`src/rtl/kps_pkg.sv`:
```
// kps_pkg: shared types, constants and per-key update functions for the keypad scanner
// used by kps_delay_norm, kps_key_array and matrix_keypad_scanner_unit
package kps_pkg;

    localparam int ROWS            = 4;
    localparam int COLUMNS         = 4;
    localparam int DEBOUNCE_VISITS = 5;
    localparam int NKEYS           = ROWS * COLUMNS;
    localparam int SENSE_BITS      = 4;
    localparam int DELAY_W         = 16;
    localparam int SAMPLE_W        = 5;
    localparam int ROW_W           = (ROWS > 1) ? $clog2(ROWS) : 1;
    localparam int STEP_W          = $clog2(DELAY_W);

    localparam logic [SAMPLE_W-1:0] PRESS_AT   = SAMPLE_W'(DEBOUNCE_VISITS);
    localparam logic [SAMPLE_W-1:0] RELEASE_AT = SAMPLE_W'(-DEBOUNCE_VISITS);

    localparam logic [DELAY_W-1:0] HOLD_VISITS_RESET   = DELAY_W'(125);
    localparam logic [DELAY_W-1:0] REPEAT_VISITS_RESET = DELAY_W'(25);

    localparam logic FUNC_SCAN  = 1'b0;
    localparam logic FUNC_QUERY = 1'b1;

    localparam logic [1:0] REG_HOLD_VISITS   = 2'd0;
    localparam logic [1:0] REG_REPEAT_VISITS = 2'd1;
    localparam logic [1:0] REG_ACTIVE_LEVEL  = 2'd2;

    typedef struct packed {
        logic       func;
        logic [3:0] column_sense;
        logic [1:0] key_row;
        logic [1:0] key_col;
    } kps_in_t;

    typedef struct packed {
        logic [1:0] scanned_row;
        logic [3:0] pressed_mask;
        logic       key_pressed;
        logic       key_typed;
    } kps_out_t;

    typedef struct packed {
        logic [DELAY_W-1:0] hold_visits;
        logic [DELAY_W-1:0] repeat_visits;
        logic               active_level;
    } kps_cfg_t;

    typedef struct packed {
        logic busy;
        logic finish;
    } kps_norm_stat_t;

    // phase is the delay count reduced below the current limit
    typedef struct packed {
        logic [SAMPLE_W-1:0] samples;
        logic                pressed;
        logic                hold;
        logic [DELAY_W-1:0]  delay;
        logic [DELAY_W-1:0]  phase;
        logic                typed;
    } key_state_t;

    // zero stands for a full 16 bit period
    function automatic logic [DELAY_W:0] limit_ext(logic [DELAY_W-1:0] limit);
        logic [DELAY_W:0] ext;
        ext = (limit == '0) ? {1'b1, {DELAY_W{1'b0}}} : {1'b0, limit};
        return ext;
    endfunction

    // count is kept below its limit, so a wrap is a single compare
    function automatic logic [DELAY_W-1:0] delay_step(logic [DELAY_W-1:0] count,
                                                      logic [DELAY_W-1:0] limit);
        logic [DELAY_W:0] nxt;
        nxt = {1'b0, count} + (DELAY_W + 1)'(1);
        return (nxt == limit_ext(limit)) ? '0 : nxt[DELAY_W-1:0];
    endfunction

    function automatic key_state_t key_step(key_state_t st, logic closed,
                                            logic [DELAY_W-1:0] hold_lim,
                                            logic [DELAY_W-1:0] rep_lim);
        key_state_t          nx;
        logic [SAMPLE_W-1:0] inc;
        logic [SAMPLE_W-1:0] dec;
        logic [DELAY_W-1:0]  dly;
        nx  = st;
        inc = st.samples + SAMPLE_W'(1);
        dec = st.samples - SAMPLE_W'(1);
        dly = '0;
        if (closed)
        begin
            if (!st.pressed)
            begin
                if (inc == PRESS_AT)
                begin
                    nx.samples = '0;
                    nx.pressed = 1'b1;
                    nx.typed   = 1'b1;
                end
                else
                begin
                    nx.samples = inc;
                end
            end
            else
            begin
                nx.samples = '0;
                if (st.hold)
                begin
                    dly      = delay_step(st.phase, rep_lim);
                    nx.delay = dly;
                    nx.phase = dly;
                    if (dly == '0)
                    begin
                        nx.typed = 1'b1;
                    end
                end
                else
                begin
                    dly      = delay_step(st.phase, hold_lim);
                    nx.delay = dly;
                    nx.phase = dly;
                    if (dly == '0)
                    begin
                        nx.hold = 1'b1;
                    end
                end
            end
        end
        else if (st.pressed)
        begin
            if ($signed(dec) <= $signed(RELEASE_AT))
            begin
                nx = '0;
            end
            else
            begin
                nx.samples = dec;
            end
        end
        else
        begin
            nx.samples = '0;
        end
        return nx;
    endfunction

endpackage

```
`src/rtl/matrix_keypad_scanner_unit.sv`:
```
// matrix_keypad_scanner_unit: top level, config registers, input and result registers
// depends on kps_pkg, kps_delay_norm, kps_key_array
//
//   channel  | valid         | stall         | payload
//   ---------+---------------+---------------+-----------------------------
//   scan     | scan_valid    | scan_stall    | scan_beat   (kps_in_t)
//   result   | result_valid  | result_stall  | result_beat (kps_out_t)
//   config   | cfg_write     | -             | cfg_index, cfg_data
//
// one beat per cycle sustained while neither result_stall nor a rescaling pass holds the flow;
// a taken beat goes into the input register, then its key update into the result register
// reset clears all key state and the row pointer and loads the config reset values
// a write to hold_visits or repeat_visits runs a delay rescaling pass
// (16 remainder steps, one write-back) with scan_stall high
// a stalled result holds in its register while one more beat waits in the input register
module matrix_keypad_scanner_unit
(
    input  logic                         clk,
    input  logic                         rst_n,
    input  logic                         scan_valid,
    output logic                         scan_stall,
    input  kps_pkg::kps_in_t             scan_beat,
    output logic                         result_valid,
    input  logic                         result_stall,
    output kps_pkg::kps_out_t            result_beat,
    input  logic                         cfg_write,
    input  logic [1:0]                   cfg_index,
    input  logic [kps_pkg::DELAY_W-1:0]  cfg_data
);

    kps_pkg::kps_cfg_t       cfg_reg, cfg_next;
    kps_pkg::kps_in_t        beat_reg;
    logic                    beat_valid_reg, beat_valid_next;
    kps_pkg::kps_out_t       result_reg;
    logic                    result_valid_reg, result_valid_next;
    kps_pkg::kps_out_t       result_comb;
    kps_pkg::kps_norm_stat_t norm_stat;

    logic [kps_pkg::NKEYS-1:0]                        hold_vec;
    logic [kps_pkg::NKEYS-1:0][kps_pkg::DELAY_W-1:0]  delay_vec;
    logic [kps_pkg::NKEYS-1:0][kps_pkg::DELAY_W-1:0]  rem_vec;

    logic advance;
    logic take;
    logic norm_start;

    assign advance    = beat_valid_reg && !norm_stat.busy && (!result_valid_reg || !result_stall);
    assign scan_stall = norm_stat.busy || (beat_valid_reg && !advance);
    assign take       = scan_valid && !scan_stall;
    assign norm_start = cfg_write && ((cfg_index == kps_pkg::REG_HOLD_VISITS) ||
                                      (cfg_index == kps_pkg::REG_REPEAT_VISITS));

    always_comb
    begin
        cfg_next = cfg_reg;
        if (cfg_write)
        begin
            case (cfg_index)
                kps_pkg::REG_HOLD_VISITS:   cfg_next.hold_visits   = cfg_data;
                kps_pkg::REG_REPEAT_VISITS: cfg_next.repeat_visits = cfg_data;
                kps_pkg::REG_ACTIVE_LEVEL:  cfg_next.active_level  = cfg_data[0];
                default:                    cfg_next = cfg_reg;
            endcase
        end
        beat_valid_next   = take || (beat_valid_reg && !advance);
        result_valid_next = advance || (result_valid_reg && result_stall);
    end

    always_ff @(posedge clk or negedge rst_n)
    begin
        if (!rst_n)
        begin
            cfg_reg.hold_visits   <= kps_pkg::HOLD_VISITS_RESET;
            cfg_reg.repeat_visits <= kps_pkg::REPEAT_VISITS_RESET;
            cfg_reg.active_level  <= 1'b0;
            beat_valid_reg        <= 1'b0;
            result_valid_reg      <= 1'b0;
        end
        else
        begin
            cfg_reg          <= cfg_next;
            beat_valid_reg   <= beat_valid_next;
            result_valid_reg <= result_valid_next;
        end
    end

    always_ff @(posedge clk)
    begin
        if (take)
        begin
            beat_reg <= scan_beat;
        end
        if (advance)
        begin
            result_reg <= result_comb;
        end
    end

    kps_delay_norm u_norm
    (
        .clk       (clk),
        .rst_n     (rst_n),
        .start     (norm_start),
        .cfg       (cfg_next),
        .hold_vec  (hold_vec),
        .delay_vec (delay_vec),
        .stat      (norm_stat),
        .rem_vec   (rem_vec)
    );

    kps_key_array u_keys
    (
        .clk       (clk),
        .rst_n     (rst_n),
        .advance   (advance),
        .beat      (beat_reg),
        .cfg       (cfg_reg),
        .norm      (norm_stat),
        .rem_vec   (rem_vec),
        .result    (result_comb),
        .hold_vec  (hold_vec),
        .delay_vec (delay_vec)
    );

    assign result_valid = result_valid_reg;
    assign result_beat  = result_reg;

    a_no_update_in_pass: assert property (@(posedge clk) disable iff (!rst_n)
        norm_stat.busy |-> !advance)
        else $error("key update during rescaling pass");

    a_limit_write_blocks: assert property (@(posedge clk) disable iff (!rst_n)
        norm_start |=> scan_stall)
        else $error("beat taken right after limit write");

endmodule

```
`src/rtl/kps_delay_norm.sv`:
```
// kps_delay_norm: reduces every key's delay count modulo its current limit after a limit write
// one restoring remainder step per lane and cycle; depends on kps_pkg
module kps_delay_norm
(
    input  logic                                  clk,
    input  logic                                  rst_n,
    input  logic                                  start,
    input  kps_pkg::kps_cfg_t                     cfg,
    input  logic [kps_pkg::NKEYS-1:0]             hold_vec,
    input  logic [kps_pkg::NKEYS-1:0][kps_pkg::DELAY_W-1:0] delay_vec,
    output kps_pkg::kps_norm_stat_t               stat,
    output logic [kps_pkg::NKEYS-1:0][kps_pkg::DELAY_W-1:0] rem_vec
);

    logic                        busy_reg, busy_next;
    logic                        finish_reg, finish_next;
    logic [kps_pkg::STEP_W-1:0]  step_reg, step_next;

    logic [kps_pkg::NKEYS-1:0][kps_pkg::DELAY_W-1:0] quo_reg, quo_next;
    logic [kps_pkg::NKEYS-1:0][kps_pkg::DELAY_W-1:0] rem_reg, rem_next;
    logic [kps_pkg::NKEYS-1:0][kps_pkg::DELAY_W:0]   trial;
    logic [kps_pkg::NKEYS-1:0][kps_pkg::DELAY_W:0]   modulus;
    logic [kps_pkg::NKEYS-1:0][kps_pkg::DELAY_W:0]   diff;

    always_comb
    begin
        busy_next   = busy_reg;
        finish_next = 1'b0;
        step_next   = step_reg;
        quo_next    = quo_reg;
        rem_next    = rem_reg;
        for (int k = 0; k < kps_pkg::NKEYS; k++)
        begin
            modulus[k] = kps_pkg::limit_ext(hold_vec[k] ? cfg.repeat_visits : cfg.hold_visits);
            trial[k]   = {rem_reg[k], quo_reg[k][kps_pkg::DELAY_W-1]};
            diff[k]    = trial[k] - modulus[k];
        end
        if (start)
        begin
            busy_next = 1'b1;
            step_next = '0;
            quo_next  = delay_vec;
            rem_next  = '0;
        end
        else if (finish_reg)
        begin
            busy_next = 1'b0;
        end
        else if (busy_reg)
        begin
            for (int k = 0; k < kps_pkg::NKEYS; k++)
            begin
                quo_next[k] = {quo_reg[k][kps_pkg::DELAY_W-2:0], 1'b0};
                rem_next[k] = (trial[k] >= modulus[k]) ? diff[k][kps_pkg::DELAY_W-1:0]
                                                       : trial[k][kps_pkg::DELAY_W-1:0];
            end
            step_next = step_reg + kps_pkg::STEP_W'(1);
            if (step_reg == kps_pkg::STEP_W'(kps_pkg::DELAY_W - 1))
            begin
                finish_next = 1'b1;
            end
        end
    end

    always_ff @(posedge clk or negedge rst_n)
    begin
        if (!rst_n)
        begin
            busy_reg   <= 1'b0;
            finish_reg <= 1'b0;
            step_reg   <= '0;
        end
        else
        begin
            busy_reg   <= busy_next;
            finish_reg <= finish_next;
            step_reg   <= step_next;
        end
    end

    always_ff @(posedge clk)
    begin
        quo_reg <= quo_next;
        rem_reg <= rem_next;
    end

    assign stat.busy   = busy_reg;
    assign stat.finish = finish_reg;
    assign rem_vec     = rem_reg;

    a_finish_in_pass: assert property (@(posedge clk) disable iff (!rst_n)
        finish_reg |-> busy_reg)
        else $error("norm finish outside pass");

endmodule

```
`src/rtl/kps_key_array.sv`:
```
// kps_key_array: per-key debounce and repeat state, row pointer and result forming
// one update per beat for all keys of the scanned row in parallel; depends on kps_pkg
module kps_key_array
(
    input  logic                                  clk,
    input  logic                                  rst_n,
    input  logic                                  advance,
    input  kps_pkg::kps_in_t                      beat,
    input  kps_pkg::kps_cfg_t                     cfg,
    input  kps_pkg::kps_norm_stat_t               norm,
    input  logic [kps_pkg::NKEYS-1:0][kps_pkg::DELAY_W-1:0] rem_vec,
    output kps_pkg::kps_out_t                     result,
    output logic [kps_pkg::NKEYS-1:0]             hold_vec,
    output logic [kps_pkg::NKEYS-1:0][kps_pkg::DELAY_W-1:0] delay_vec
);

    kps_pkg::key_state_t key_reg  [kps_pkg::ROWS][kps_pkg::COLUMNS];
    kps_pkg::key_state_t key_next [kps_pkg::ROWS][kps_pkg::COLUMNS];
    logic [kps_pkg::ROW_W-1:0] row_ptr_reg, row_ptr_next;

    logic                         is_scan;
    logic                         is_query;
    logic [kps_pkg::COLUMNS-1:0]  closed;
    logic [kps_pkg::NKEYS-1:0]    pressed_vec;
    logic [kps_pkg::NKEYS-1:0]    typed_vec;

    assign is_scan  = (beat.func == kps_pkg::FUNC_SCAN);
    assign is_query = (beat.func == kps_pkg::FUNC_QUERY);

    always_comb
    begin
        for (int c = 0; c < kps_pkg::COLUMNS; c++)
        begin
            // missing sense bits read as level 0
            if (c < kps_pkg::SENSE_BITS)
            begin
                closed[c] = (beat.column_sense[c] == cfg.active_level);
            end
            else
            begin
                closed[c] = (1'b0 == cfg.active_level);
            end
        end
    end

    always_comb
    begin
        result       = '0;
        row_ptr_next = row_ptr_reg;
        for (int r = 0; r < kps_pkg::ROWS; r++)
        begin
            for (int c = 0; c < kps_pkg::COLUMNS; c++)
            begin
                key_next[r][c] = key_reg[r][c];
                if (is_scan && (int'(row_ptr_reg) == r))
                begin
                    key_next[r][c] = kps_pkg::key_step(key_reg[r][c], closed[c],
                                                       cfg.hold_visits, cfg.repeat_visits);
                    if (c < kps_pkg::SENSE_BITS)
                    begin
                        result.pressed_mask[c] = key_next[r][c].pressed;
                    end
                end
                if (is_query && (int'(beat.key_row) == r) && (int'(beat.key_col) == c))
                begin
                    result.key_pressed   = key_reg[r][c].pressed;
                    result.key_typed     = key_reg[r][c].typed;
                    key_next[r][c].typed = 1'b0;
                end
            end
        end
        if (is_scan)
        begin
            result.scanned_row = 2'(row_ptr_reg);
            row_ptr_next = (int'(row_ptr_reg) == kps_pkg::ROWS - 1) ? '0
                         : row_ptr_reg + kps_pkg::ROW_W'(1);
        end
    end

    always_comb
    begin
        for (int r = 0; r < kps_pkg::ROWS; r++)
        begin
            for (int c = 0; c < kps_pkg::COLUMNS; c++)
            begin
                hold_vec[r*kps_pkg::COLUMNS + c]    = key_reg[r][c].hold;
                delay_vec[r*kps_pkg::COLUMNS + c]   = key_reg[r][c].delay;
                pressed_vec[r*kps_pkg::COLUMNS + c] = key_reg[r][c].pressed;
                typed_vec[r*kps_pkg::COLUMNS + c]   = key_reg[r][c].typed;
            end
        end
    end

    always_ff @(posedge clk or negedge rst_n)
    begin
        if (!rst_n)
        begin
            row_ptr_reg <= '0;
            for (int r = 0; r < kps_pkg::ROWS; r++)
            begin
                for (int c = 0; c < kps_pkg::COLUMNS; c++)
                begin
                    key_reg[r][c] <= '0;
                end
            end
        end
        else if (norm.finish)
        begin
            for (int r = 0; r < kps_pkg::ROWS; r++)
            begin
                for (int c = 0; c < kps_pkg::COLUMNS; c++)
                begin
                    key_reg[r][c].phase <= rem_vec[r*kps_pkg::COLUMNS + c];
                end
            end
        end
        else if (advance)
        begin
            row_ptr_reg <= row_ptr_next;
            for (int r = 0; r < kps_pkg::ROWS; r++)
            begin
                for (int c = 0; c < kps_pkg::COLUMNS; c++)
                begin
                    key_reg[r][c] <= key_next[r][c];
                end
            end
        end
    end

    a_hold_needs_press: assert property (@(posedge clk) disable iff (!rst_n)
        (hold_vec & ~pressed_vec) == '0)
        else $error("hold flag on released key");

    a_typed_needs_press: assert property (@(posedge clk) disable iff (!rst_n)
        (typed_vec & ~pressed_vec) == '0)
        else $error("typed flag on released key");

    a_row_moves_on_scan: assert property (@(posedge clk) disable iff (!rst_n)
        !(advance && is_scan) |=> $stable(row_ptr_reg))
        else $error("row pointer moved without scan");

endmodule
```
`config.mk`:
```
export PLATFORM = sky130hd
export DESIGN_NAME = matrix_keypad_scanner_unit
export DESIGN_NICKNAME = d
export VERILOG_FILES = /design/src/rtl/kps_pkg.sv /design/src/rtl/matrix_keypad_scanner_unit.sv /design/src/rtl/kps_delay_norm.sv /design/src/rtl/kps_key_array.sv
export SDC_FILE = /design/constraint.sdc
export NUM_CORES = 2
export LEC_CHECK = 0
export ABC_AREA = 1
export BUFFER_PORTS_ARGS = -buffer_cell sky130_fd_sc_hd__buf_2
export CAP_MARGIN = 20
export CORE_AREA = 2 2 544 546
export CTS_BUF_LIST = sky130_fd_sc_hd__clkbuf_8
export DETAILED_ROUTE_END_ITERATION = 10
export DIE_AREA = 0 0 546 548
export SLEW_MARGIN = 20
export SYNTH_ARGS = -nofsm -noshare
export SYNTH_HDL_FRONTEND = slang
export SYNTH_SLANG_ARGS = --single-unit
```
`constraint.sdc`:
```
create_clock -name clk -period 12.55 [get_ports clk]
set_input_delay 3.1375 -clock clk [delete_from_list [all_inputs] [get_ports clk]]
set_output_delay 3.1375 -clock clk [all_outputs]
set_load 0.03 [all_outputs]
```
# [Yosys cells after proc, flatten, opt, wreduce, memory -nomap -nowiden]
# Cells that the tools add are included.
[totals] reg_bits=1212 out_inout_bits=10
[op_classes] eq_ne=97 bitwise_logic=2 reduce_logical=269 add_sub_neg=66 muxes=452 magnitude_cmp=32
[ops] operator="two-way mux 16 bit" count=82
[ops] operator="two-way mux 40 bit" count=31
[ops] operator="two-way mux 35 bit" count=32
[ops] operator="zero test 16 bit" count=50
[ops] operator="two-way mux 256 bit" count=3
[ops] operator="two-way mux 617 bit" count=1
[ops] operator="two-way mux 33 bit" count=17
[ops] operator="== test 17 bit" count=32
[ops] operator="two-way mux 32 bit" count=16
[ops] operator="two-way mux 17 bit" count=19
[ops] operator="two-way mux 5 bit" count=64
[ops] operator="adder 16 x 1 -> 17 bit (second input constant)" count=16
[ops] operator="greater-or-equal comparator 17 bit" count=16
[ops] operator="subtractor 16 bit" count=16
[ops] operator="nonzero test 3 bit" count=64
[ops] operator="two-way mux 1 bit" count=167
[ops] operator="!= test 4 bit (second input constant)" count=32
[ops] operator="AND reduction 8 bit" count=16
[ops] operator="nonzero test 2 bit" count=55
[ops] operator="adder 5 x 1 -> 5 bit (second input constant)" count=16
[ops] operator="== test 5 x 3 -> 1 bit (second input constant)" count=16
[ops] operator="<= comparator 5 x 4 -> 1 bit (second input constant)" count=16
[ops] operator="AND reduction 5 bit" count=16
[ops] operator="subtractor 5 x 1 -> 5 bit (second input constant)" count=16
[ops] operator="17 further kinds" count=109

# [Depth between registers and ports, before layout]
[logic_depth] ltp_word=19 depth_mapped=30

# [Cells and area by module]
# Synthesis repeated with hierarchy kept, for this count alone.
[hier_totals] cells_unflattened=15014 area_unflattened_um2=98799.8
[by_module_without_submodules] module="kps_key_array" area_per_inst_um2=53491.3 instances=1 cells_each=8139
[by_module_without_submodules] module="kps_delay_norm" area_per_inst_um2=43331.6 instances=1 cells_each=6714
[by_module_without_submodules] module="matrix_keypad_scanner_unit" area_per_inst_um2=1976.9 instances=1 cells_each=161

# [Worst setup path before layout]
# OpenSTA, ideal clock, no wires.
[synth_path] kind="input port to flip-flop" from="in cfg_write" to="reg u_norm.step_reg[0] (netlist name)" n_path_buf=2 arrival_time_ns=11.294 path_stages=7 slack_ns=0.807 required_time_ns=12.101 path_cell_list="inv_1 nor2_4 inv_2 nand2_1 clkbuf_1 clkbuf_1 a21oi_1"
[synth_between] elab_chain_len=3 elab_cells_between_ends=5 cone_classes="eq/ne (1); mux (1); reduce/logical (3)"
[synth_lines] element="from (decl)" line="matrix_keypad_scanner_unit.sv:26" source="input logic cfg_write,"
[synth_lines] element="logical AND 1 bit *" line="matrix_keypad_scanner_unit.sv:50" source="assign norm_start = cfg_write && ((cfg_index == kps_pkg::REG_HOLD_VISITS) ||"
[synth_lines] element="!= test 2 bit (no line) or nonzero test 2 bit (tied branches)"
[synth_lines] element="AND reduction 2 bit (no line)"
[synth_lines] element="to (signal assigned)" line="kps_delay_norm.sv:77" source="step_reg <= step_next;"
[synth_lines] element="to (decl)" line="kps_delay_norm.sv:17" source="logic [kps_pkg::STEP_W-1:0] step_reg, step_next;"
# Every way passes the cells marked *; elsewhere a longest branch is shown, timed or not.
# A chain may end at the register's enable or synchronous reset.

# [Final worst setup path]
[layout_path] from="in cfg_index[1]" to="reg u_norm.rem_reg, in the netlist u_norm.rem_vec[15]"
[layout_between] elab_chain_len=8 elab_cells_between_ends=13 cone_classes="add/sub (1); order compare (1); eq/ne (1); mux (6); reduce/logical (4)"
[layout_lines] element="from (decl)" line="matrix_keypad_scanner_unit.sv:27" source="input logic [1:0] cfg_index,"
[layout_lines] element="== test 2 x 1 -> 1 bit or zero test 2 bit (tied branches)" line="matrix_keypad_scanner_unit.sv:51, matrix_keypad_scanner_unit.sv:58, matrix_keypad_scanner_unit.sv:50"
[layout_lines] element="two-way mux 16 bit" line="matrix_keypad_scanner_unit.sv:58" source="case (cfg_index)"
[layout_lines] element="two-way mux 33 bit" line="matrix_keypad_scanner_unit.sv:56" source="if (cfg_write)"
[layout_lines] element="two-way mux 16 bit" line="kps_delay_norm.sv:34" source="modulus[k] = kps_pkg::limit_ext(hold_vec[k] ? cfg.repeat_visits : cfg.hold_visits);"
[layout_lines] element="zero test 16 bit" line="kps_pkg.sv:66" source="ext = (limit == '0) ? {1'b1, {DELAY_W{1'b0}}} : {1'b0, limit};"
[layout_lines] element="two-way mux 17 bit" line="kps_pkg.sv:66"
[layout_lines] element="subtractor 16 bit or greater-or-equal comparator 17 bit (tied branches)" line="kps_delay_norm.sv:36, kps_delay_norm.sv:54"
[layout_lines] element="two-way mux 16 bit" line="kps_delay_norm.sv:54" source="rem_next[k] = (trial[k] >= modulus[k]) ? diff[k][kps_pkg::DELAY_W-1:0]"
[layout_lines] element="to (signal assigned)" line="kps_delay_norm.sv:84" source="rem_reg <= rem_next;"
[layout_lines] element="to (decl)" line="kps_delay_norm.sv:20" source="logic [kps_pkg::NKEYS-1:0][kps_pkg::DELAY_W-1:0] rem_reg, rem_next;"
# Several ways; a longest one is shown, not always the timed one.

==> summary.txt <==
Routing
  – WL final: 377 mm
  – TritonRoute pass-1 iters: 9
  – Vias: 88900
  – First DRT Iteration DRCs: 10700
  – Via density: 5.43
  – Post-route ant nets: 0
  – # DRC: 0
  – WL/cell: 23.0 um

Critical path
  – Critical path data required time: 13.43 ns
  – Critical Path Start Type: primary input
  – Crit end category: register
  – Crit-path cells: buf_2 -> nor2_4 -> inv_8 -> nor2_2 -> buf_4 -> nand2_1 -> o21ai_0 -> clkinv_1 -> o21ai_0 -> ha_1 -> nand2_1 -> o21ai_0 -> a31oi_1 -> o21ai_0 -> nand3_1 -> nand2_1 -> a21oi_1 -> o21ai_1 -> buf_4 -> a21oi_1 -> o21ai_0 -> o22ai_1
  – Slowest CP cell: o21ai_0
  – Worst Setup Path Type: in2reg
  – Max Fanout on Critical Path: 89
  – Crit path top cell by count: o21ai_0
  – CP arrival: 9.24 ns
  – Worst path max stage delay: 0.95 ns

Cells and area
  – Register area: 0.0304 sq mm
  – Most frequent cells in the layout: 3281 x nand2_1, 1456 x o21ai_0, 1319 x inv_1
  – Nets: 12600
  – Final core utilization: 0.332
  – Multi-input logic area: 0.0502 sq mm
  – # fillers: 31600
  – Most common cell after layout, fill and taps aside: nand2_1
  – Area delta synth->final: 10.7%
  – Largest register FFs: 368
  – Layout cell share with drive strength beyond 1: 0.0734

Timing
  – Unrepaired setup endpoints after global routing: false
  – Slew Viols, Final: 0
  – Max Fclk: 0.120 GHz
  – Tightest Pin Transition: 1.35 ns
  – Final cycle utilization of the critical path: 0.666
  – Clk_skew: 0.0892 ns
  – Final setup violation count: 0
  – Final Hold Fails: 0
  – Setup total negative slack: 0 ns
  – Max-slew headroom: 0.0971
  – Tmin final: 8.36 ns

Power
  – Pwr/cell area: 235 mW/mm^2
  – Max IR drop VDD: 0.000117 V
  – Leak pwr: 0.0442 uW

Logic synthesis
  – YS warnings: 0
  – Share of flip-flops with an asynchronous set or reset: 0.564
  – Syn Nets: 12800
  – Yosys reg bits: 1212
  – Sequential area share after synthesis: 0.347
  – Post-synth EDFFs: 273
  – Netlist cell types: 78
  – Synth Instances: 12400
  – Avg Cell Area, Syn: 7.09 sq um
  – Top_reg_cell synth: dfrtp_1
  – Synth Cell Area: 0.0877 sq mm

Place
  – Post-DP HPWL: 259 mm
  – PortBufs: 41
  – GP Congestion: 0.998

Global route
  – Total grt overflow: 0
  – GRT Resource Usage Total: 0.243
  – Initial antenna violation count: 27
  – First-pass GRT wire length: 545 mm
  – Pin count of the biggest net entering global routing: 206
  – Vias in the first global route: 81000

CTS
  – Num Clock Sinks: 1212
  – H-tree depth: 4
  – Num CTS Buffers: 223
  – Postcts setup bufs: 0
  – CTS Hold Bufs: 0
  – Clock transition at the registers of the reported paths: 0.06 ns
  – Largest buffer count on any clock path: 3
  – Post-CTS sizing: 0
  – CTS root buffer: clkbuf_8
  – Worst-Skew Late Latency: 1.06 ns
  – CTS tree: done

Floorplan
  – FP Rows: 199
  – Die Y: 548 um
  – I/O pin count: 42
  – Die area: 0.299 sq mm
  – Initial Util: 0.299
  – Die X: 546 um
  – Core ar.: 0.293 sq mm

Job
  – Max-cap violations: 0

Status
  – Outcome: finished, final reports clean

Hold path
  – Worst hold path type: reg2reg
## routing by layer
layer	GRT usage	vias up	wire, um
li1	-	41400	-
met3	0.0742	1019	43600
met2	0.353	4723	156000
met4	0.143	22	23500
met5	0.00301	-	264
met1	0.316	41800	154000
## critical path, delay by kind of cell
family                   cells  cell delay (ns)
AO/OA/AOI/OAI               10             2.86
buffers and inverters        5             1.86
AND/OR/NAND/NOR              6             0.98
adder cells (fa/ha/maj)      1             0.33
## area by class of cell
class / instances / share of cell area
antenna: 30 / 0.000773
clock buffer: 263 / 0.0373
clock inverter: 163 / 0.0124
inverter: 1370 / 0.0532
multi-input combinational: 9233 / 0.516
sequential: 1212 / 0.313
tap: 3919 / 0.0505
timing repair buffer: 201 / 0.0161
## per-stage QoR
step                      hold slack [ns]  std cells  worst slack [ns]  cell area [sq um]  power, uW
final                               0.472      16400              4.19              97200      22800
after global routing                0.492      16400              3.99              97100      24500
after CTS                           0.467      16400              4.46              97000      22500
after detailed placement            0.459      15900              3.35              92200      18200
after global placement              0.456      15900              3.26              92200      18200
after floorplan                     0.436      12400             0.807              87700      14900
## power breakdown
group,internal (uW),switching [uW]
Sequential,5380,1320
Combinational,4120,7840
Clock,2230,1940
Total,11700,11100
## Yosys cell counts, types with 130 or more instances
library cell,n,share of area
a21oi_1,551,0.031
inv_1,1256,0.054
o211ai_1,141,0.012
o21ai_1,147,0.0084
o22ai_1,177,0.013
nor2_1,633,0.027
clkbuf_1,398,0.017
xor2_1,440,0.044
o221ai_1,130,0.013
xnor2_1,213,0.021
dfxtp_1,256,0.058
dfrtp_1,674,0.19
o21ai_0,1462,0.083
nand3_1,834,0.048
ha_1,341,0.049
nand2_1,3284,0.14
edfxtp_1,273,0.093
nand4_1,225,0.016
## kinds of logic (layout without fill, tap and decap cells)
group,count (synthesis),count (layout),synth area share
other,0,30,0
buffers and inverters,1932,1997,0.0855
AO/OA/AOI/OAI,2848,2848,0.182
adder cells (fa/ha/maj),357,357,0.0523
AND/OR/NAND/NOR,5353,5353,0.263
XOR/XNOR,675,675,0.0702
flip-flops,1212,1212,0.347
## final timing paths
check | start | endpoint | slack, ns | depth (start not counted)
worst max register to register | cfg_reg[3] | u_keys.key_reg[320] | 6.78 | 22
max in group asynchronous | rst_n | u_keys.delay_vec[111] | 8.41 | 3
worst min-delay path | u_keys.key_reg[160] | u_keys.key_reg[160] | 0.47 | 2
worst min register to register | u_keys.key_reg[160] | u_keys.key_reg[160] | 0.47 | 2
min in group asynchronous | rst_n | result_valid | 2.07 | 1
worst max-delay path | cfg_index[1] | u_norm.rem_vec[15] | 4.19 | 22
No activity file was read; power rests on OpenSTA's default activity.
